--- src/rtl/shs_pkg.sv ---
// shared types, constants and round functions for the sha-256 stream hasher
`timescale 1ns / 1ps
`default_nettype none

package shs_pkg;

    typedef logic [7:0][31:0]  work_t;
    typedef logic [15:0][31:0] window_t;

    typedef enum logic [2:0] {
        ST_IDLE,
        ST_PAD80,
        ST_PADZ,
        ST_LEN,
        ST_COMP,
        ST_FOLD,
        ST_EMIT
    } st_t;

    typedef enum logic [1:0] {
        SEL_MSG,
        SEL_PAD,
        SEL_ZERO,
        SEL_LEN
    } sel_t;

    typedef struct packed {
        logic push_en;
        sel_t byte_sel;
        logic word_push;
        logic cnt_inc;
        logic len_load;
        logic start_comp;
        logic round_en;
        logic fold;
        logic emit_shift;
        logic finish;
    } ctrl_t;

    localparam logic [7:0]  PAD_BYTE   = 8'h80;
    localparam logic [5:0]  LAST_POS   = 6'd63;
    localparam logic [5:0]  LEN_POS    = 6'd55;
    localparam logic [5:0]  LAST_ROUND = 6'd63;
    localparam logic [2:0]  LAST_IDX   = 3'd7;

    localparam work_t HASH_IV = {
        32'h5be0cd19, 32'h1f83d9ab, 32'h9b05688c, 32'h510e527f,
        32'ha54ff53a, 32'h3c6ef372, 32'hbb67ae85, 32'h6a09e667
    };

    function automatic logic [31:0] rotr(input logic [31:0] x, input int unsigned n);
        rotr = (x >> n) | (x << (32 - n));
    endfunction

    function automatic logic [31:0] big_s0(input logic [31:0] x);
        big_s0 = rotr(x, 2) ^ rotr(x, 13) ^ rotr(x, 22);
    endfunction

    function automatic logic [31:0] big_s1(input logic [31:0] x);
        big_s1 = rotr(x, 6) ^ rotr(x, 11) ^ rotr(x, 25);
    endfunction

    function automatic logic [31:0] small_s0(input logic [31:0] x);
        small_s0 = rotr(x, 7) ^ rotr(x, 18) ^ (x >> 3);
    endfunction

    function automatic logic [31:0] small_s1(input logic [31:0] x);
        small_s1 = rotr(x, 17) ^ rotr(x, 19) ^ (x >> 10);
    endfunction

    function automatic logic [31:0] round_k(input logic [5:0] t);
        logic [31:0] k;
        unique case (t)
            6'd0:  k = 32'h428a2f98;  6'd1:  k = 32'h71374491;
            6'd2:  k = 32'hb5c0fbcf;  6'd3:  k = 32'he9b5dba5;
            6'd4:  k = 32'h3956c25b;  6'd5:  k = 32'h59f111f1;
            6'd6:  k = 32'h923f82a4;  6'd7:  k = 32'hab1c5ed5;
            6'd8:  k = 32'hd807aa98;  6'd9:  k = 32'h12835b01;
            6'd10: k = 32'h243185be;  6'd11: k = 32'h550c7dc3;
            6'd12: k = 32'h72be5d74;  6'd13: k = 32'h80deb1fe;
            6'd14: k = 32'h9bdc06a7;  6'd15: k = 32'hc19bf174;
            6'd16: k = 32'he49b69c1;  6'd17: k = 32'hefbe4786;
            6'd18: k = 32'h0fc19dc6;  6'd19: k = 32'h240ca1cc;
            6'd20: k = 32'h2de92c6f;  6'd21: k = 32'h4a7484aa;
            6'd22: k = 32'h5cb0a9dc;  6'd23: k = 32'h76f988da;
            6'd24: k = 32'h983e5152;  6'd25: k = 32'ha831c66d;
            6'd26: k = 32'hb00327c8;  6'd27: k = 32'hbf597fc7;
            6'd28: k = 32'hc6e00bf3;  6'd29: k = 32'hd5a79147;
            6'd30: k = 32'h06ca6351;  6'd31: k = 32'h14292967;
            6'd32: k = 32'h27b70a85;  6'd33: k = 32'h2e1b2138;
            6'd34: k = 32'h4d2c6dfc;  6'd35: k = 32'h53380d13;
            6'd36: k = 32'h650a7354;  6'd37: k = 32'h766a0abb;
            6'd38: k = 32'h81c2c92e;  6'd39: k = 32'h92722c85;
            6'd40: k = 32'ha2bfe8a1;  6'd41: k = 32'ha81a664b;
            6'd42: k = 32'hc24b8b70;  6'd43: k = 32'hc76c51a3;
            6'd44: k = 32'hd192e819;  6'd45: k = 32'hd6990624;
            6'd46: k = 32'hf40e3585;  6'd47: k = 32'h106aa070;
            6'd48: k = 32'h19a4c116;  6'd49: k = 32'h1e376c08;
            6'd50: k = 32'h2748774c;  6'd51: k = 32'h34b0bcb5;
            6'd52: k = 32'h391c0cb3;  6'd53: k = 32'h4ed8aa4a;
            6'd54: k = 32'h5b9cca4f;  6'd55: k = 32'h682e6ff3;
            6'd56: k = 32'h748f82ee;  6'd57: k = 32'h78a5636f;
            6'd58: k = 32'h84c87814;  6'd59: k = 32'h8cc70208;
            6'd60: k = 32'h90befffa;  6'd61: k = 32'ha4506ceb;
            6'd62: k = 32'hbef9a3f7;  6'd63: k = 32'hc67178f2;
        endcase
        round_k = k;
    endfunction

endpackage

`default_nettype wire

--- src/rtl/shs_round.sv ---
// one sha-256 compression round and message schedule step
`timescale 1ns / 1ps
`default_nettype none

module shs_round
    import shs_pkg::*;
(
    input  work_t       work_in,
    input  window_t     window,
    input  logic [5:0]  round,
    output work_t       work_out,
    output logic [31:0] w_next
);

    logic [31:0] t1;
    logic [31:0] t2;
    logic [31:0] ch;
    logic [31:0] maj;

    assign ch  = work_in[6] ^ (work_in[4] & (work_in[5] ^ work_in[6]));
    assign maj = (work_in[0] & work_in[1]) | (work_in[2] & (work_in[0] | work_in[1]));
    assign t1  = work_in[7] + big_s1(work_in[4]) + ch + round_k(round) + window[0];
    assign t2  = big_s0(work_in[0]) + maj;

    assign w_next = small_s1(window[14]) + window[9] + small_s0(window[1]) + window[0];

    always_comb
    begin
        work_out[7] = work_in[6];
        work_out[6] = work_in[5];
        work_out[5] = work_in[4];
        work_out[4] = work_in[3] + t1;
        work_out[3] = work_in[2];
        work_out[2] = work_in[1];
        work_out[1] = work_in[0];
        work_out[0] = t1 + t2;
    end

endmodule

`default_nettype wire

--- src/rtl/shs_ctrl.sv ---
// sequencer for byte loading, padding, compression rounds and digest output
`timescale 1ns / 1ps
`default_nettype none

module shs_ctrl
    import shs_pkg::*;
(
    input  wire        clk,
    input  wire        rst_n,
    input  wire        in_valid,
    input  wire        in_byte_valid,
    input  wire        in_last,
    input  wire        out_ready,
    output logic       in_ready,
    output logic       out_valid,
    output logic [5:0] round,
    output logic [2:0] idx,
    output ctrl_t      ctrl
);

    st_t        state_reg, state_next;
    st_t        ret_reg, ret_next;
    logic [5:0] pos_reg, pos_next;
    logic [5:0] round_reg, round_next;
    logic [2:0] idx_reg, idx_next;

    always_ff @(posedge clk or negedge rst_n)
    begin
        if (!rst_n)
        begin
            state_reg <= ST_IDLE;
            ret_reg   <= ST_IDLE;
            pos_reg   <= '0;
            round_reg <= '0;
            idx_reg   <= '0;
        end
        else
        begin
            state_reg <= state_next;
            ret_reg   <= ret_next;
            pos_reg   <= pos_next;
            round_reg <= round_next;
            idx_reg   <= idx_next;
        end
    end

    always_comb
    begin
        state_next = state_reg;
        ret_next   = ret_reg;
        pos_next   = pos_reg;
        round_next = round_reg;
        idx_next   = idx_reg;
        ctrl       = '0;
        ctrl.byte_sel = SEL_MSG;
        in_ready   = 1'b0;
        out_valid  = 1'b0;

        unique case (state_reg)
            ST_IDLE:
            begin
                in_ready = 1'b1;
                if (in_valid)
                begin
                    if (in_byte_valid)
                    begin
                        ctrl.push_en = 1'b1;
                        ctrl.cnt_inc = 1'b1;
                        pos_next     = pos_reg + 6'd1;
                        if (pos_reg == LAST_POS)
                        begin
                            ctrl.start_comp = 1'b1;
                            round_next      = '0;
                            state_next      = ST_COMP;
                            ret_next        = in_last ? ST_PAD80 : ST_IDLE;
                        end
                        else if (in_last)
                        begin
                            state_next = ST_PAD80;
                        end
                    end
                    else if (in_last)
                    begin
                        state_next = ST_PAD80;
                    end
                end
            end
            ST_PAD80:
            begin
                ctrl.push_en  = 1'b1;
                ctrl.byte_sel = SEL_PAD;
                ctrl.len_load = 1'b1;
                pos_next      = pos_reg + 6'd1;
                priority if (pos_reg == LAST_POS)
                begin
                    ctrl.start_comp = 1'b1;
                    round_next      = '0;
                    state_next      = ST_COMP;
                    ret_next        = ST_PADZ;
                end
                else if (pos_reg == LEN_POS)
                    state_next = ST_LEN;
                else
                    state_next = ST_PADZ;
            end
            ST_PADZ:
            begin
                ctrl.push_en  = 1'b1;
                ctrl.byte_sel = SEL_ZERO;
                pos_next      = pos_reg + 6'd1;
                priority if (pos_reg == LAST_POS)
                begin
                    ctrl.start_comp = 1'b1;
                    round_next      = '0;
                    state_next      = ST_COMP;
                    ret_next        = ST_PADZ;
                end
                else if (pos_reg == LEN_POS)
                    state_next = ST_LEN;
                else
                    state_next = ST_PADZ;
            end
            ST_LEN:
            begin
                ctrl.push_en  = 1'b1;
                ctrl.byte_sel = SEL_LEN;
                pos_next      = pos_reg + 6'd1;
                if (pos_reg == LAST_POS)
                begin
                    ctrl.start_comp = 1'b1;
                    round_next      = '0;
                    state_next      = ST_COMP;
                    ret_next        = ST_EMIT;
                end
            end
            ST_COMP:
            begin
                ctrl.round_en = 1'b1;
                round_next    = round_reg + 6'd1;
                if (round_reg == LAST_ROUND)
                    state_next = ST_FOLD;
            end
            ST_FOLD:
            begin
                ctrl.fold  = 1'b1;
                state_next = ret_reg;
            end
            ST_EMIT:
            begin
                out_valid = 1'b1;
                if (out_ready)
                begin
                    ctrl.emit_shift = 1'b1;
                    idx_next        = idx_reg + 3'd1;
                    if (idx_reg == LAST_IDX)
                    begin
                        ctrl.finish = 1'b1;
                        state_next  = ST_IDLE;
                    end
                end
            end
            default:
            begin
                state_next = ST_IDLE;
            end
        endcase

        ctrl.word_push = ctrl.push_en && (pos_reg[1:0] == 2'd3);
    end

    assign round = round_reg;
    assign idx   = idx_reg;

endmodule

`default_nettype wire

--- src/rtl/sha256_stream_hasher_top.sv ---
// sha-256 stream hasher top level: byte intake, schedule window, state and digest output
//
// input channel s_axis: one item per handshake; tdata is the message byte, tuser flags
// whether that byte is valid, tlast ends the message (a byte with tlast is the last byte).
// an item with tuser low and tlast low does nothing; tuser low with tlast high ends the
// message as it stands, so an empty message is hashed too.
// output channel m_axis: eight items per message, digest words most significant first,
// tuser is the word index and tlast marks word 7.
// throughput: one byte per cycle until a 64-byte block fills, then the shared round unit
// runs 64 rounds and then the fold step with s_axis_tready low.
// after end of message the padder inserts one byte per cycle up to the next 56-byte mark
// (through one extra block when fewer than 9 bytes remain), then 8 length bytes,
// then each padded block is compressed, then the eight words appear one per cycle.
// while m_axis_tready is low the current word holds and nothing else moves;
// s_axis_tready returns high the cycle after word 7 is taken.
// reset: asynchronous, active low; the chaining value returns to the initial hash values
// and the byte count to zero, no clearing pass is needed.
`timescale 1ns / 1ps
`default_nettype none

module sha256_stream_hasher_top
    import shs_pkg::*;
(
    input  wire         clk,
    input  wire         rst_n,
    input  wire         s_axis_tvalid,
    output logic        s_axis_tready,
    input  wire  [7:0]  s_axis_tdata,   // message_byte
    input  wire         s_axis_tuser,   // byte_valid
    input  wire         s_axis_tlast,   // end_of_message
    output logic        m_axis_tvalid,
    input  wire         m_axis_tready,
    output logic [31:0] m_axis_tdata,   // digest_word
    output logic [2:0]  m_axis_tuser,   // word_index
    output logic        m_axis_tlast    // last_word
);

    ctrl_t       ctrl;
    logic [5:0]  round;
    logic [2:0]  idx;

    work_t       hash_reg, hash_next;
    work_t       work_reg, work_next;
    work_t       work_round;
    window_t     window_reg, window_next;
    logic [23:0] acc_reg, acc_next;
    logic [60:0] count_reg, count_next;
    logic [63:0] len_reg, len_next;
    logic [7:0]  push_byte;
    logic [31:0] w_next;

    shs_ctrl u_ctrl (
        .clk           (clk),
        .rst_n         (rst_n),
        .in_valid      (s_axis_tvalid),
        .in_byte_valid (s_axis_tuser),
        .in_last       (s_axis_tlast),
        .out_ready     (m_axis_tready),
        .in_ready      (s_axis_tready),
        .out_valid     (m_axis_tvalid),
        .round         (round),
        .idx           (idx),
        .ctrl          (ctrl)
    );

    shs_round u_round (
        .work_in  (work_reg),
        .window   (window_reg),
        .round    (round),
        .work_out (work_round),
        .w_next   (w_next)
    );

    always_comb
    begin
        unique case (ctrl.byte_sel)
            SEL_MSG:  push_byte = s_axis_tdata;
            SEL_PAD:  push_byte = PAD_BYTE;
            SEL_ZERO: push_byte = 8'h00;
            SEL_LEN:  push_byte = len_reg[63:56];
            default:  push_byte = 8'h00;
        endcase
    end

    always_comb
    begin
        acc_next    = acc_reg;
        window_next = window_reg;
        work_next   = work_reg;
        len_next    = len_reg;

        if (ctrl.push_en)
            acc_next = {acc_reg[15:0], push_byte};
        if (ctrl.word_push)
            window_next = {{acc_reg, push_byte}, window_reg[15:1]};
        else if (ctrl.round_en)
            window_next = {w_next, window_reg[15:1]};

        if (ctrl.start_comp)
            work_next = hash_reg;
        else if (ctrl.round_en)
            work_next = work_round;

        if (ctrl.len_load)
            len_next = {count_reg, 3'b000};
        else if (ctrl.push_en && (ctrl.byte_sel == SEL_LEN))
            len_next = {len_reg[55:0], 8'h00};
    end

    always_comb
    begin
        hash_next  = hash_reg;
        count_next = count_reg;

        if (ctrl.cnt_inc)
            count_next = count_reg + 61'd1;

        priority if (ctrl.finish)
        begin
            hash_next  = HASH_IV;
            count_next = '0;
        end
        else if (ctrl.emit_shift)
            hash_next = {32'h0, hash_reg[7:1]};
        else if (ctrl.fold)
        begin
            for (int i = 0; i < 8; i++)
                hash_next[i] = hash_reg[i] + work_reg[i];
        end
        else
            hash_next = hash_reg;
    end

    always_ff @(posedge clk or negedge rst_n)
    begin
        if (!rst_n)
        begin
            hash_reg  <= HASH_IV;
            count_reg <= '0;
        end
        else
        begin
            hash_reg  <= hash_next;
            count_reg <= count_next;
        end
    end

    always_ff @(posedge clk)
    begin
        acc_reg    <= acc_next;
        window_reg <= window_next;
        work_reg   <= work_next;
        len_reg    <= len_next;
    end

    assign m_axis_tdata = hash_reg[0];
    assign m_axis_tuser = idx;
    assign m_axis_tlast = (idx == LAST_IDX);

`ifndef SYNTHESIS
    a_no_overlap: assert property (@(posedge clk) disable iff (!rst_n)
        !(s_axis_tready && m_axis_tvalid))
        else $error("input and output active together");

    a_end_blocks: assert property (@(posedge clk) disable iff (!rst_n)
        (s_axis_tvalid && s_axis_tready && s_axis_tlast) |=> !s_axis_tready)
        else $error("input taken right after end of message");

    a_back_idle: assert property (@(posedge clk) disable iff (!rst_n)
        (m_axis_tvalid && m_axis_tready && m_axis_tlast) |=> (s_axis_tready && !m_axis_tvalid))
        else $error("not idle after last digest word");

    a_fresh_state: assert property (@(posedge clk) disable iff (!rst_n)
        (m_axis_tvalid && m_axis_tready && m_axis_tlast) |=>
        (hash_reg == HASH_IV && count_reg == 61'd0))
        else $error("chaining value not restarted");

    a_word_zero: assert property (@(posedge clk) disable iff (!rst_n)
        $rose(m_axis_tvalid) |-> (m_axis_tuser == 3'd0))
        else $error("digest does not start at word 0");
`endif

endmodule

`default_nettype wire

--- config.mk ---
export PLATFORM = sky130hd
export DESIGN_NAME = sha256_stream_hasher_top
export DESIGN_NICKNAME = d
export VERILOG_FILES = /design/src/rtl/shs_pkg.sv /design/src/rtl/shs_round.sv /design/src/rtl/shs_ctrl.sv /design/src/rtl/sha256_stream_hasher_top.sv
export SDC_FILE = /design/constraint.sdc
export NUM_CORES = 2
export LEC_CHECK = 0
export CAP_MARGIN = 20
export CORE_ASPECT_RATIO = 0.9
export CORE_MARGIN = 3
export CORE_UTILIZATION = 30
export CTS_CLUSTER_SIZE = 16
export DETAILED_ROUTE_END_ITERATION = 16
export DONT_BUFFER_PORTS = 1
export SETUP_SLACK_MARGIN = 0.1
export SLEW_MARGIN = 20
export SYNTH_ARGS = -nofsm -noshare
export SYNTH_HDL_FRONTEND = slang
export SYNTH_SLANG_ARGS = --single-unit
--- constraint.sdc ---
create_clock -name clk -period 34.9 [get_ports clk]
set_input_delay 1.745 -clock clk [delete_from_list [all_inputs] [get_ports clk]]
set_output_delay 1.745 -clock clk [all_outputs]
set_load 0.02 [all_outputs]
==> metrics.txt <==
# TYPE chip_impl_metric gauge
chip_impl_info{name="outcome",value="completed"} 1
chip_impl_metric{name="total_negative_setup_slacks",unit="ns"} 0
chip_impl_metric{name="synthesis.area_per_instance",unit="um^2"} 10.41
chip_impl_info{name="worstSetupStartpointType",value="flop"} 1
chip_impl_metric{name="die_y",unit="um"} 472.6
chip_impl_metric{name="vias",unit=""} 53520
chip_impl_metric{name="area_growth",unit="%"} 10.73
chip_impl_metric{name="finalHoldViolCount",unit=""} 0
chip_impl_metric{name="cts.path.max_buffers",unit=""} 3
chip_impl_metric{name="htree_depth",unit=""} 4
chip_impl_metric{name="cts_setup_buffers",unit=""} 0
chip_impl_metric{name="timing.critical_path.required",unit="ns"} 35.41
chip_impl_metric{name="synth.yosys.warnings",unit=""} 0
chip_impl_metric{name="largest_fanout_of_any_net_on_the_critical_path",unit=""} 17
chip_impl_info{name="crit_path_top_delay_cell",value="sky130_fd_sc_hd__ha_1"} 1
chip_impl_metric{name="synth-edff-count",unit=""} 853
chip_impl_metric{name="grt_start_max_net_pins",unit=""} 339
chip_impl_metric{name="fillerInstances",unit=""} 24080
chip_impl_metric{name="detail_route.wirelength.met1",unit="mm"} 103.9
chip_impl_metric{name="post-route-drc-count",unit=""} 0
chip_impl_metric{name="groute.usage.overall",unit="%"} 17.71
chip_impl_metric{name="coreArea",unit="um^2"} 239500
chip_impl_info{name="holdCritPathClass",value="flop to flop"} 1
chip_impl_metric{name="yosysSeqAreaShare",unit="%"} 47.19
chip_impl_metric{name="cts.sink_count",unit=""} 1191
chip_impl_metric{name="wl_per_cell",unit="um"} 22.21
chip_impl_info{name="cts_root_buf",value="sky130_fd_sc_hd__clkbuf_16"} 1
chip_impl_metric{name="netlist-cell-type-count",unit=""} 99
chip_impl_metric{name="asyncSetResetFlopFracSynth",unit="%"} 28.38
chip_impl_metric{name="yosys_register_bits",unit=""} 1191
chip_impl_info{name="final_cell_mix",value="sky130_fd_sc_hd__nand2_1 (1032), sky130_fd_sc_hd__edfxtp_1 (853), sky130_fd_sc_hd__a21oi_1 (525)"} 1
chip_impl_metric{name="rel_slew_slack",unit="%"} 26.39
chip_impl_metric{name="synth_nets",unit=""} 7575
chip_impl_metric{name="syn_inst",unit=""} 6969
chip_impl_metric{name="grt_pass1_vias",unit=""} 51910
chip_impl_metric{name="io_pins",unit=""} 52
chip_impl_metric{name="clk_latency",unit="ns"} 0.84
chip_impl_metric{name="core.rowCount",unit=""} 170
chip_impl_info{name="rsz_0062_raised_after_global_routing",value="false"} 1
chip_impl_metric{name="largest_register_ff_count",unit=""} 512
chip_impl_metric{name="floorplan.die_area",unit="um^2"} 247800
chip_impl_metric{name="timing.final.max_slew_violations",unit=""} 0
chip_impl_metric{name="drt_first_pass_iters",unit=""} 8
chip_impl_info{name="critical_path.endpoint_type",value="flop"} 1
chip_impl_metric{name="numCtsBuffers",unit=""} 139
chip_impl_metric{name="maxCapViolCount",unit=""} 0
chip_impl_metric{name="route.antenna.remaining_nets",unit=""} 0
chip_impl_metric{name="timing.clock.skew",unit="ns"} 0.05818
chip_impl_info{name="crit_top_cell",value="sky130_fd_sc_hd__fa_1"} 1
chip_impl_metric{name="globalplace.congestion",unit=""} 0.9178
chip_impl_info{name="synth-main-ff-cell",value="sky130_fd_sc_hd__edfxtp_1"} 1
chip_impl_metric{name="final_net_count",unit=""} 7410
chip_impl_metric{name="fin_worst_hold_slack",unit="ns"} 0.3752
chip_impl_metric{name="drive_above_1_share",unit="%"} 8.153
chip_impl_metric{name="chipWidth",unit="um"} 524.4
chip_impl_metric{name="cts.repair.resized",unit=""} 0
chip_impl_metric{name="maxClockFrequency",unit="MHz"} 96.34
chip_impl_metric{name="final_min_period_over_clock_period",unit="%"} 29.74
chip_impl_metric{name="syn_area",unit="um^2"} 72560
chip_impl_metric{name="measured_slew_at_the_worst_slew_check_pin",unit="ns"} 1.104
chip_impl_metric{name="final-setup-viol-count",unit=""} 0
chip_impl_info{name="final_common_cell",value="sky130_fd_sc_hd__nand2_1"} 1
chip_impl_metric{name="routed-wl-met2",unit="mm"} 97.36
chip_impl_metric{name="met3_wirelength",unit="mm"} 17.53
chip_impl_info{name="worstReg2RegStart",value="u_ctrl.round[0]$_DFFE_PN0P_"} 1
chip_impl_info{name="maxUsedRoutingLayer",value="met4"} 1
chip_impl_metric{name="timing.critical_path.arrival",unit="ns"} 10.89
chip_impl_metric{name="cts-hold-fix-buffers",unit=""} 0
chip_impl_metric{name="place.port_buffers",unit=""} 0
chip_impl_metric{name="initial_antenna_violation_count",unit=""} 3
chip_impl_info{name="tritoncts_clock_tree",value="done"} 1
chip_impl_info{name="critical_path.startpoint",value="u_ctrl.round[0]$_DFFE_PN0P_"} 1
chip_impl_metric{name="drt_first_iter_violations",unit=""} 5506
chip_impl_metric{name="dp_hpwl",unit="mm"} 157.5
chip_impl_metric{name="globalRouteOverflowTotal",unit=""} 0
chip_impl_metric{name="start_util",unit="%"} 30.29
chip_impl_metric{name="postRouteWirelength",unit="mm"} 224.3
chip_impl_metric{name="critical-path-max-stage-delay",unit="ns"} 0.71
chip_impl_metric{name="final_cells",unit=""} 10100
chip_impl_info{name="holdCritStartpoint",value="window_reg[79]$_DFFE_PP_"} 1
chip_impl_metric{name="timing.final.crit_period",unit="ns"} 10.38
chip_impl_metric{name="viasPerCell",unit=""} 5.298
chip_impl_metric{name="cts.reportedPaths.clkPinSlew",unit="ns"} 0.06
chip_impl_info{name="critPathKind",value="flop to flop"} 1
chip_impl_metric{name="grt_first_pass_wirelength",unit="mm"} 335.1
chip_impl_metric{name="dp.cells",unit=""} 9843
-- routing by layer --
metal  global-route usage (%)  up-vias
met4                    4.942        0
met2                    26.29     2000
met3                    3.706      317
met1                    25.91    26600
met5                        0        -
li1                         -    24600
-- logic make-up after synthesis --
family	share of synthesized area (%)
and+or+nand+nor	12.19
AOI/OAI and AO/OA	15.18
DFF	47.19
buffers and inverters	3.482
xor gates and xnor gates	7.460
adders and majority gates	12.53
muxes	1.964
-- area by class of cell --
| cell class | instances | area (um^2) | share of cell area, % |
|---|---|---|---|
| Sequential cell | 1191 | 34250 | 42.63 |
| Clock buffer | 186 | 3787 | 4.714 |
| Timing Repair Buffer | 71 | 581.8 | 0.7241 |
| Antenna cell | 1 | 2.502 | 0.003115 |
| Inverter | 261 | 987.2 | 1.229 |
| Clock inverter | 69 | 853.3 | 1.062 |
| Multi-Input combinational cell | 5140 | 35900 | 44.68 |
| Tap cell | 3182 | 3981 | 4.955 |
-- synth_stat cells, types with 17 or more instances --
library cell / n / area share (%)
sky130_fd_sc_hd__a211oi_1: 63 / 0.65
sky130_fd_sc_hd__a21o_1: 141 / 1.5
sky130_fd_sc_hd__a21oi_1: 526 / 3.6
sky130_fd_sc_hd__a221oi_1: 20 / 0.24
sky130_fd_sc_hd__a22oi_1: 41 / 0.42
sky130_fd_sc_hd__a31oi_1: 55 / 0.47
sky130_fd_sc_hd__and2_1: 34 / 0.29
sky130_fd_sc_hd__and3_1: 35 / 0.30
sky130_fd_sc_hd__buf_1: 28 / 0.14
sky130_fd_sc_hd__buf_4: 32 / 0.33
sky130_fd_sc_hd__clkbuf_1: 313 / 1.6
sky130_fd_sc_hd__dfrtp_1: 202 / 7.0
sky130_fd_sc_hd__dfstp_2: 136 / 4.9
sky130_fd_sc_hd__edfxtp_1: 853 / 35
sky130_fd_sc_hd__fa_1: 195 / 5.4
sky130_fd_sc_hd__ha_1: 397 / 6.8
sky130_fd_sc_hd__inv_1: 259 / 1.3
sky130_fd_sc_hd__maj3_1: 22 / 0.30
sky130_fd_sc_hd__mux2_2: 71 / 1.1
sky130_fd_sc_hd__mux2i_1: 40 / 0.55
sky130_fd_sc_hd__nand2_1: 1038 / 5.4
sky130_fd_sc_hd__nand2b_1: 55 / 0.47
sky130_fd_sc_hd__nand3_1: 103 / 0.71
sky130_fd_sc_hd__nand4_1: 41 / 0.35
sky130_fd_sc_hd__nor2_1: 415 / 2.1
sky130_fd_sc_hd__nor2b_1: 46 / 0.40
sky130_fd_sc_hd__nor3_1: 76 / 0.52
sky130_fd_sc_hd__nor3b_1: 44 / 0.46
sky130_fd_sc_hd__o211ai_1: 62 / 0.64
sky130_fd_sc_hd__o21a_1: 47 / 0.49
sky130_fd_sc_hd__o21ai_0: 504 / 3.5
sky130_fd_sc_hd__o21bai_1: 51 / 0.53
sky130_fd_sc_hd__o22ai_1: 43 / 0.37
sky130_fd_sc_hd__o31ai_1: 41 / 0.42
sky130_fd_sc_hd__or2_2: 17 / 0.15
sky130_fd_sc_hd__or3_1: 45 / 0.39
sky130_fd_sc_hd__xnor2_1: 402 / 4.9
sky130_fd_sc_hd__xor2_1: 216 / 2.6
-- worst paths after layout --
| check | cells after the start | end | slack (ns) |
|---|---|---|---|
| setup / recovery | 37 | work_reg[31]$_DFFE_PP_ | 24.52 |
| hold / removal | 0 | window_reg[47]$_DFFE_PP_ | 0.38 |
| setup reg to reg | 37 | work_reg[31]$_DFFE_PP_ | 24.52 |
| hold reg to reg | 0 | window_reg[47]$_DFFE_PP_ | 0.38 |
| max in group asynchronous | 0 | u_ctrl.round[3]$_DFFE_PN0P_ | 33.30 |
| min in group asynchronous | 0 | m_axis_tdata[23]$_DFFE_PN0P_ | 0.70 |
-- stage by stage --
stage	setup WS [ns]	utilization, %	area [um^2]
6_report	24.52	33.55	80340
5_1_grt	23.80	33.55	80340
4_1_cts	24.56	33.52	80290
3_5_place_dp	24.67	31.59	75650
3_3_place_gp	24.60	31.59	75650
2_1_floorplan	19.38	-	72560
-- worst max-delay path, delay by kind of cell, from the launching register on --
kind	cells	cell delay, ns
compound gates	17	4.13
buf+inv	3	0.53
xor+xnor	2	0.41
flops	1	0.35
fa+ha+maj	8	3.64
simple gates	7	0.97
Power is left out: the tool's default activity adds up to more than one toggle a clock period on the data nets, which glitch-free logic cannot reach.
